### src/design/iee_pkg.sv
`default_nettype none
package iee_pkg;

	localparam logic [2:0] OP_OPEN = 3'd0;
	localparam logic [2:0] OP_ADD  = 3'd1;
	localparam logic [2:0] OP_SUB  = 3'd2;
	localparam logic [2:0] OP_MUL  = 3'd3;
	localparam logic [2:0] OP_DIV  = 3'd4;

	localparam logic [1:0] ST_OK        = 2'd0;
	localparam logic [1:0] ST_DIVZERO   = 2'd1;
	localparam logic [1:0] ST_OVERFLOW  = 2'd2;
	localparam logic [1:0] ST_MALFORMED = 2'd3;

	localparam logic [7:0] CH_0      = 8'h30;
	localparam logic [7:0] CH_9      = 8'h39;
	localparam logic [7:0] CH_PLUS   = 8'h2B;
	localparam logic [7:0] CH_MINUS  = 8'h2D;
	localparam logic [7:0] CH_STAR   = 8'h2A;
	localparam logic [7:0] CH_SLASH  = 8'h2F;
	localparam logic [7:0] CH_LPAREN = 8'h28;
	localparam logic [7:0] CH_RPAREN = 8'h29;
	localparam logic [7:0] CH_LBRACK = 8'h5B;
	localparam logic [7:0] CH_RBRACK = 8'h5D;
	localparam logic [7:0] CH_LBRACE = 8'h7B;
	localparam logic [7:0] CH_RBRACE = 8'h7D;

	typedef struct packed {
		logic ld_char;
		logic digit;
		logic sign;
		logic finish;
		logic push_open;
		logic push_oper;
		logic pop_open;
		logic flag_mal;
		logic fetch;
		logic reduce;
		logic alu_wr;
		logic div_start;
		logic div_wr;
		logic final_chk;
		logic emit;
	} iee_cmd_t;

	typedef struct packed {
		logic [1:0] err;
		logic       last;
		logic       is_digit;
		logic       is_sign;
		logic       is_open;
		logic       is_close;
		logic       is_oper;
		logic       opc_zero;
		logic       top_open;
		logic       prec_break;
		logic       reduce_bad;
		logic       top_div;
		logic       div_busy;
	} iee_sts_t;

	function automatic logic ch_digit(input logic [7:0] ch);
		return (ch >= CH_0) && (ch <= CH_9);
	endfunction

	function automatic logic ch_open(input logic [7:0] ch);
		return ch inside {CH_LPAREN, CH_LBRACK, CH_LBRACE};
	endfunction

	function automatic logic ch_close(input logic [7:0] ch);
		return ch inside {CH_RPAREN, CH_RBRACK, CH_RBRACE};
	endfunction

	function automatic logic ch_oper(input logic [7:0] ch);
		return ch inside {CH_PLUS, CH_MINUS, CH_STAR, CH_SLASH};
	endfunction

	function automatic logic [2:0] ch_opcode(input logic [7:0] ch);
		logic [2:0] op;
		case (ch)
			CH_PLUS:  op = OP_ADD;
			CH_MINUS: op = OP_SUB;
			CH_STAR:  op = OP_MUL;
			CH_SLASH: op = OP_DIV;
			default:  op = OP_OPEN;
		endcase
		return op;
	endfunction

endpackage
`default_nettype wire

### src/design/iee_ctrl.sv
`default_nettype none
module iee_ctrl import iee_pkg::*; (
	input  wire logic     clk,
	input  wire logic     arst_n,
	input  wire logic     char_valid,
	output logic          char_stall,
	output logic          result_valid,
	input  wire logic     result_stall,
	input  wire iee_sts_t sts,
	output iee_cmd_t      cmd
);

	typedef enum logic [10:0] {
		S_IDLE   = 11'b00000000001,
		S_CHAR   = 11'b00000000010,
		S_DISP   = 11'b00000000100,
		S_FIN    = 11'b00000001000,
		S_FIN2   = 11'b00000010000,
		S_FETCH  = 11'b00000100000,
		S_DECIDE = 11'b00001000000,
		S_EXEC   = 11'b00010000000,
		S_DIVW   = 11'b00100000000,
		S_END    = 11'b01000000000,
		S_OUT    = 11'b10000000000
	} state_t;

	typedef enum logic [1:0] {
		M_CLOSE = 2'd0,
		M_OPER  = 2'd1,
		M_FINAL = 2'd2
	} mode_t;

	state_t state_q, state_d;
	mode_t  mode_q, mode_d;
	logic   result_valid_q, result_valid_d;
	state_t exit_st;

	assign char_stall   = (state_q != S_IDLE);
	assign result_valid = result_valid_q;
	assign exit_st      = sts.last ? S_FIN : S_IDLE;

	always_comb begin
		state_d        = state_q;
		mode_d         = mode_q;
		result_valid_d = result_valid_q;
		cmd            = '0;
		case (state_q)
			S_IDLE: begin
				if (char_valid) begin
					cmd.ld_char = 1'b1;
					state_d     = S_CHAR;
				end
			end
			S_CHAR: begin
				if (sts.err != ST_OK) begin
					state_d = sts.last ? S_END : S_IDLE;
				end else if (sts.is_digit) begin
					cmd.digit = 1'b1;
					state_d   = exit_st;
				end else if (sts.is_sign) begin
					cmd.sign = 1'b1;
					state_d  = exit_st;
				end else begin
					cmd.finish = 1'b1;
					state_d    = S_DISP;
				end
			end
			S_DISP: begin
				if (sts.err != ST_OK) begin
					state_d = exit_st;
				end else if (sts.is_open) begin
					cmd.push_open = 1'b1;
					state_d       = exit_st;
				end else if (sts.is_close) begin
					mode_d  = M_CLOSE;
					state_d = S_FETCH;
				end else if (sts.is_oper) begin
					mode_d  = M_OPER;
					state_d = S_FETCH;
				end else begin
					state_d = exit_st;
				end
			end
			S_FIN: begin
				if (sts.err != ST_OK) begin
					state_d = S_END;
				end else begin
					cmd.finish = 1'b1;
					state_d    = S_FIN2;
				end
			end
			S_FIN2: begin
				if (sts.err != ST_OK) begin
					state_d = S_END;
				end else begin
					mode_d  = M_FINAL;
					state_d = S_FETCH;
				end
			end
			S_FETCH: begin
				cmd.fetch = 1'b1;
				state_d   = S_DECIDE;
			end
			S_DECIDE: begin
				if (sts.err != ST_OK) begin
					state_d = exit_st;
				end else if (mode_q == M_CLOSE && sts.opc_zero) begin
					cmd.flag_mal = 1'b1;
					state_d      = exit_st;
				end else if (mode_q == M_CLOSE && sts.top_open) begin
					cmd.pop_open = 1'b1;
					state_d      = exit_st;
				end else if (mode_q == M_OPER &&
						(sts.opc_zero || sts.top_open || sts.prec_break)) begin
					cmd.push_oper = 1'b1;
					state_d       = exit_st;
				end else if (mode_q == M_FINAL && sts.opc_zero) begin
					cmd.final_chk = 1'b1;
					state_d       = S_END;
				end else if (mode_q == M_FINAL && sts.top_open) begin
					cmd.flag_mal = 1'b1;
					state_d      = S_END;
				end else begin
					cmd.reduce = 1'b1;
					if (sts.reduce_bad) begin
						state_d = S_FETCH;
					end else if (sts.top_div) begin
						cmd.div_start = 1'b1;
						state_d       = S_DIVW;
					end else begin
						state_d = S_EXEC;
					end
				end
			end
			S_EXEC: begin
				cmd.alu_wr = 1'b1;
				state_d    = S_FETCH;
			end
			S_DIVW: begin
				if (!sts.div_busy) begin
					cmd.div_wr = 1'b1;
					state_d    = S_FETCH;
				end
			end
			S_END: begin
				cmd.emit       = 1'b1;
				result_valid_d = 1'b1;
				state_d        = S_OUT;
			end
			S_OUT: begin
				if (!result_stall) begin
					result_valid_d = 1'b0;
					state_d        = S_IDLE;
				end
			end
			default: begin
				state_d = S_IDLE;
			end
		endcase
	end

	always_ff @(posedge clk or negedge arst_n) begin
		if (!arst_n) begin
			state_q        <= S_IDLE;
			mode_q         <= M_CLOSE;
			result_valid_q <= 1'b0;
		end else begin
			state_q        <= state_d;
			mode_q         <= mode_d;
			result_valid_q <= result_valid_d;
		end
	end

	a_valid_only_out: assert property (@(posedge clk) disable iff (!arst_n)
		result_valid |-> state_q == S_OUT)
		else $error("result valid outside output state");

	a_emit_then_valid: assert property (@(posedge clk) disable iff (!arst_n)
		cmd.emit |=> result_valid)
		else $error("emit did not raise result valid");

	a_accept_to_char: assert property (@(posedge clk) disable iff (!arst_n)
		(char_valid && !char_stall) |=> state_q == S_CHAR)
		else $error("accepted transaction not decoded");

endmodule
`default_nettype wire

### config.mk
export PLATFORM = sky130hd
export DESIGN_NAME = iee_ctrl
export DESIGN_NICKNAME = d
export VERILOG_FILES = /design/src/design/iee_pkg.sv /design/src/design/iee_ctrl.sv
export SDC_FILE = /design/constraint.sdc
export NUM_CORES = 1
export LEC_CHECK = 0
export BUFFER_PORTS_ARGS = -buffer_cell sky130_fd_sc_hd__buf_2
export CORE_MARGIN = 2
export CORE_UTILIZATION = 41
export CTS_CLUSTER_DIAMETER = 60
export CTS_CLUSTER_SIZE = 20
export DETAILED_ROUTE_END_ITERATION = 8
export PLACE_DENSITY = 0.76
export SYNTH_ARGS = -nofsm -noshare
export SYNTH_HDL_FRONTEND = slang
export SYNTH_SLANG_ARGS = --single-unit
export TNS_END_PERCENT = 10
### constraint.sdc
create_clock -name clk -period 2.7 [get_ports clk]
set_input_delay 0.675 -clock clk [delete_from_list [all_inputs] [get_ports clk]]
set_output_delay 0.675 -clock clk [all_outputs]
set_load 0.05 [all_outputs]
# Word level (Yosys, flattened, before mapping)
# Index checks and enable logic that the tools add are counted.
# Widths: inputs -> output; s select.
[op_classes]
n_div = 0
shifts = 0
bitwise = 0
mux = 82
n_lt_le_gt_ge = 0
n_reduce_logical = 14
n_eq_ne = 21
multipliers = 0
add_sub_neg = 0
[op_table]
columns = ["cell", "n"]
rows = [
  ["$mux 11", 15],
  ["$pmux 11 s11", 1],
  ["$mux 1", 45],
  ["$mux 10", 3],
  ["$mux 2", 8],
  ["$ne 2x2->1 const B", 6],
  ["$eq 11x1->1 const B", 1],
  ["$eq 11x10->1 const B", 1],
  ["$eq 11x11->1 const B", 1],
  ["$eq 11x2->1 const B", 1],
  ["$eq 11x3->1 const B", 1],
  ["$eq 11x4->1 const B", 1],
  ["$eq 11x5->1 const B", 1],
  ["$eq 11x6->1 const B", 1],
  ["$eq 11x7->1 const B", 1],
  ["$eq 11x8->1 const B", 1],
  ["$eq 11x9->1 const B", 1],
  ["$ne 11x1->1 const B", 1],
  ["$mux 3", 3],
  ["$mux 9", 1],
  ["$mux 4", 2],
  ["$mux 6", 1],
  ["$reduce_bool 2->1", 3],
  ["$logic_and 1x1->1", 5],
  ["10 further kinds", 12],
]
[word_totals]
n_memories = 0
rom_bits = 0
word_cells = 120
ff_bits = 14
latchBits = 0
ramBits = 0

# Longest topological paths before layout
# Gate-level depths: netlist of run 1.
[depth]
depth_word = 9
ltp_mapped = 6
depth_no_buf = 5

# Worst setup path after synthesis of run 1
# No wires, ideal clock.
[synth_timing]
path_kind = "register to output"
from = "register state_q[9]"
to = "output cmd[9] in the netlist's numbering"
path_stages_with_launch = 6
arrival_ns = 2.793
setup_slack_ns = -0.768
required_ns = 2.025
path_cell_list = "dfrtp_1 clkbuf_1 nor3_1 and4_1 nand2_1 nor4b_1"
[synth_lines]
columns = ["element", "line_no", "source"]
rows = [
  ["from (decl)", "iee_ctrl.sv:33", "state_t state_q, state_d;"],
  ["from (signal assigned)", "iee_ctrl.sv:168", "state_q <= state_d;"],
  ["to (decl)", "iee_ctrl.sv:10", "output iee_cmd_t cmd"],
]

==> results of run 1 <==
## layer usage
layer	wire length, microns	up-vias	GRT usage
met5	0	-	0
met3	146	5	0.0219
met1	1190	545	0.265
li1	-	554	-
met2	1490	33	0.381
met4	36	0	0.0625
## cell usage in the layout, fill, tap and decap left out, drive strengths merged, types with 2 or more instances in the layout
master and n:
dfrtp 13, clkbuf 4, nand3 5, nand2b 4, nand2 11, nand4 2
nor2 23, a21oi 3, inv 4, nand3b 2, o21ai 6, nor2b 5
nor4b 4, nor3b 3, buf 39, nor3 6, nor4 3, or2 5
and3 5
## power groups by stage
stage	sequential (mW)	clock [mW]	combinational, mW
after CTS	0.262	0.157	0.308
after global routing	0.266	0.167	0.340
after detailed placement	0.265	0	0.301
after floorplan	0.260	0	0.227
final	0.263	0.160	0.310
after global placement	0.264	0	0.289
## what timing repair did
| item | 4_1_cts | 5_1_grt |
|---|---|---|
| resized for setup | 11 | 13 |
| endpoints found under the setup margin | 7 | 9 |
| setup buffers | 0 | 0 |
| pin swaps | 2 | 4 |
## logic make-up (layout without fill, tap and decap cells)
group / after synthesis / in the layout / share of synthesized area
and+or+nand+nor: 84 / 84 / 0.451
AOI/OAI and AO/OA: 22 / 22 / 0.149
DFF: 14 / 14 / 0.333
buffers and inverters: 10 / 47 / 0.0403
xor gates and xnor gates: 2 / 2 / 0.0166
muxes: 1 / 1 / 0.00948
## state kept, by name (all words and copies together) (netlist names)
signal,flops
mode_q,2
result_valid,1
state_q,11
## worst register-to-register path: stages, from the launching register on
cell and delay (ns):
dfrtp_1 0.44, nor4_4 0.37, nand2_2 0.14, or4_4 0.44, o31a_1 0.25, o22a_1 0.19
## worst max path at each step
stage,start,to,slack (ns)
detailed placement,state_q[8],cmd[1],0.13
global route,state_q[1],cmd[3],-0.07
finish,state_q[1],cmd[1],0.01
floorplan,state_q[7],cmd[0],-0.51
CTS,state_q[5],cmd[11],0.02
global placement,sts[3],cmd[3],0.14
## Yosys cell counts, types with 2 or more instances
master	count
a21oi_1	3
and3_1	5
buf_2	4
dfrtp_1	13
inv_1	4
nand2_1	10
nand2b_1	4
nand3_1	5
nand3b_1	2
nand4_1	2
nor2_1	23
nor2b_1	5
nor3_1	6
nor3b_1	2
nor4_1	2
nor4b_1	4
o21ai_0	6
or2_2	5
## stage by stage
step,cells,area [sq um]
6_report,200,1410
3_5_place_dp,196,1290
4_1_cts,200,1370
5_1_grt,200,1410
3_3_place_gp,196,1290
2_1_floorplan,133,1070
## final cells by class
class | count | area share
Clock buffer | 4 | 0.0258
Inverter | 4 | 0.0107
Multi-Input combinational cell | 109 | 0.518
Sequential cell | 14 | 0.253
Tap cell | 30 | 0.0267
Timing Repair Buffer | 39 | 0.166
==> flow_summary.ini, run 1 <==
[logic_synthesis]
synth-seq-cells = 14
yosysTopAreaCellShare = 0.308
ys_async_sr_fraction = 1.00
yosysUniqueCellTypes = 46
syn-num-nets = 151
synth_top_cells_by_area = dfrtp_1, nor2_1, nand2_1
yosys.area.top_type = dfrtp_1
dominantRegCellSynth = dfrtp_1
synth_area_per_cell_sq_um = 7.94
synth_edf_count = 0
syn_area_sq_um = 1060
syn_inst = 133
seq_area_frac_synth = 0.333
ys_warn_count = 0

[global_route]
grt_usage = 0.213
antenna_found_initial = 0
grt_first_pass_wirelength_mm = 4.56
grt_pass1_vias = 1044
grt-ovfl-total = 0
grt_max_degree = 15

[power]
cellLeakagePower_nw = 0.685
pwr_density_cell_nw_per_um2 = 522
combPwrFrac = 0.422
vdd.ir_drop.worst_mv = 0.454
p_clk_frac = 0.218
intPower_mw = 0.429
seqPwrFrac = 0.359
p_sw_mw = 0.304
p_sw_frac = 0.414
finalPower_mw = 0.733

[detailed_routing]
dr.pass1.iters = 4
vias = 1137
drt_wl_total_mm = 2.86
avgViaCountPerCell = 5.69
routedWlPerCell_microns = 14.3
antenna_left = 0
drc = 0
drtIter0Drc = 29

[floorplanning]
die-height_microns = 54.8
num_rows = 18
core_area_sq_um = 2450
die_w_microns = 54.8
start_util = 0.430
dieArea_sq_um = 3000
ios = 35

[place]
gp_congestion = 0.823
port_buffers = 34
pre_cts_slack_ns = 0.125
hpwlAfterDp_mm = 2.17

[final_layout]
fillerInstances = 228
nets = 189
synthToLayoutAreaGrowth_pct = 33.1
multi_input_area_sq_um = 728
utilization = 0.572
antenna_cells = 0
drive_gt1_frac = 0.394
regArea_sq_um = 355

[timing]
slew_viol_final = 0
min_period_ns = 2.69
skew_ns = 0.00567
post-route-period-util = 0.995
worst_pin_slew_ns = 0.389
hold_viol = 0
hold_slack_ns = 0.271
rsz0062_at_grt = yes
tns_ns = 0
setup_viol = 0
fmax_mhz = 372
setup_ws_ns = 0.0125
slew_headroom = 0.737

[worst_setup_path]
critPathLaunchType = flip-flop
arrival_ns = 2.01
r2r_slack_ns = 0.77
end_kind = output pin
cp.depth = 6
r2r-end = result_valid
path_max_fanout = 5
rr_startpoint = state_q[1]
reg2regPathDepth = 5
cp.required_ns = 2.03
cpLargestDelayFamily = simple AND/OR/NAND/NOR gates
path_class = flip-flop to output pin
crit_path_cell_trace = nor4_4 -> and4_4 -> nand2_2 -> nor2_1 -> and3_1 -> buf_6
cp.buffers_inverters = 1
crit_slowest_cell = dfrtp_1
slowest_delay_ns = 0.44

[clocking]
cts.htree.levels = 1
hold_buffers = 0
numCtsBuffers = 3
path_clk_slew_ns = 0.10
cts_tree = yes
cts.sinks = 14
ctsRootBufferMaster = clkbuf_4
clk_latency_ns = 0.29
cts_buffer_depth = 2

[hold_path]
worst_hold_path_type = primary input to async pin

[run_status]
status = complete, no violations

[run]
max_cap_violations = 0
Power figures use the tool's default switching activity.
==> run 2: changes to the inputs <==
--- a/config.mk
+++ b/config.mk
@@ -11,7 +11,7 @@
 export CTS_CLUSTER_DIAMETER = 60
 export CTS_CLUSTER_SIZE = 20
 export DETAILED_ROUTE_END_ITERATION = 8
-export PLACE_DENSITY = 0.76
+export PLACE_DENSITY = 0.75
 export SYNTH_ARGS = -nofsm -noshare
 export SYNTH_HDL_FRONTEND = slang
 export SYNTH_SLANG_ARGS = --single-unit
==> flow_summary.ini, run 2 (same netlist as run 1, synthesis figures left out) <==
[floorplanning]
core_area_sq_um = 2450
die_w_microns = 54.8
ios = 35
dieArea_sq_um = 3000
num_rows = 18
start_util = 0.430
die-height_microns = 54.8

[timing]
fmax_mhz = 372
post-route-period-util = 0.997
min_period_ns = 2.69
tns_ns = 0
rsz0062_at_grt = yes
slew_viol_final = 0
worst_pin_slew_ns = 0.472
slew_headroom = 0.681
hold_slack_ns = 0.263
skew_ns = 0.00721
hold_viol = 0
setup_viol = 0

[hold_path]
worst_hold_path_type = primary input to async pin

[final_layout]
fillerInstances = 214
fin_area_sq_um = 1410
largest-register = state_q
layout.cells.most_common = buf_2
synthToLayoutAreaGrowth_pct = 33.8
nets = 191
largest_register_ffs = 11
drive_gt1_frac = 0.384
layout_common_cells = buf_2, nor2_1, dfrtp_1, buf_4, nand2_1
final_cells = 202
antenna_cells = 0

[power]
combPwrFrac = 0.426
pwr_density_cell_nw_per_um2 = 522
p_clk_frac = 0.219
p_sw_mw = 0.301
intPower_mw = 0.435
vdd.ir_drop.worst_mv = 0.405
p_sw_frac = 0.409
seqPwrFrac = 0.355
cellLeakagePower_nw = 0.699

[place]
port_buffers = 34
hpwlAfterDp_mm = 2.21
placedCellCount = 197
placed_area_sq_um = 1300
gp_congestion = 0.829

[global_route]
grt-ovfl-total = 0
grt_first_pass_wirelength_mm = 4.48
grt_max_degree = 15
antenna_found_initial = 0
grt_pass1_vias = 1019
grt_usage = 0.208

[clocking]
ctsRootBufferMaster = clkbuf_4
cts.htree.levels = 1
path_clk_slew_ns = 0.10
hold_buffers = 0
clk_latency_ns = 0.30
cts.sinks = 14
cts_buffer_depth = 2
cts_tree = yes
numCtsBuffers = 3

[worst_setup_path]
arrival_ns = 2.02
reg2regPathDepth = 5
end_kind = output pin
cp.required_ns = 2.03
path_class = flip-flop to output pin
r2r_slack_ns = 0.79
path_max_fanout = 4
r2r-end = result_valid
rr_startpoint = state_q[1]
critPathLaunchType = flip-flop

[detailed_routing]
dr.pass1.iters = 4
routedWlPerCell_microns = 13.9
vias = 1125
avgViaCountPerCell = 5.57
drc = 0
drtIter0Drc = 31
antenna_left = 0
drt_wl_total_mm = 2.80

[run_status]
status = complete, no violations

[run]
max_cap_violations = 0
==> run 2: critical path: stages (launching register included) <==
cell	delay, ns
dfrtp_1	0.42
nor4_4	0.37
nand2_2	0.14
nor4b_1	0.44
buf_2	0.36
==> run 2: worst max path at each step <==
| stage | from | endpoint | slack [ns] |
|---|---|---|---|
| after floorplan | state_q[7] | cmd[0] | -0.51 |
| after global placement | sts[3] | cmd[3] | 0.16 |
| after detailed placement | sts[3] | cmd[3] | 0.09 |
| after CTS | state_q[1] | cmd[3] | -0.00005 |
| after global routing | state_q[5] | cmd[11] | -0.08 |
| final | state_q[1] | cmd[0] | 0.009 |
==> run 2: what timing repair did <==
action | in CTS | in global routing
endpoints found under the setup margin | 7 | 9
endpoints found under the hold margin | 0 | 0
setup buffers | 1 | 0
gates resized for setup | 11 | 10
pin swaps | 2 | 2
==> run 2: layout make-up <==
type	instances	area, sq um	share of cell area
multi-input combinational	109	723	0.512
sequential	14	353	0.250
timing repair buffer	41	248	0.175
tap	30	37.5	0.0266
clock buffer	4	36.3	0.0257
inverter	4	15.0	0.0106
==> run 2: metrics by stage <==
stage | setup slack [ns] | utilization | total power, mW
3_3_place_gp | 0.159 | 0.530 | 0.553
2_1_floorplan | -0.507 | - | 0.486
6_report | 0.00898 | 0.575 | 0.737
5_1_grt | -0.0829 | 0.575 | 0.779
4_1_cts | -0.0000520 | 0.565 | 0.733
3_5_place_dp | 0.0922 | 0.530 | 0.561
==> run 2: metal layers <==
metal  track usage  up-vias  wire, microns
met2         0.353       34           1450
met5             0        -              0
met1         0.260      526           1180
met4         0.100        0             40
li1              -      560              -
met3        0.0219        5            132
==> run 2: power by group through the flow <==
stage | clock network (mW) | logic [mW] | registers [mW]
detailed placement | 0 | 0.296 | 0.266
floorplan | 0 | 0.227 | 0.260
CTS | 0.160 | 0.312 | 0.261
finish | 0.161 | 0.314 | 0.262
global placement | 0 | 0.289 | 0.263
global route | 0.169 | 0.344 | 0.266
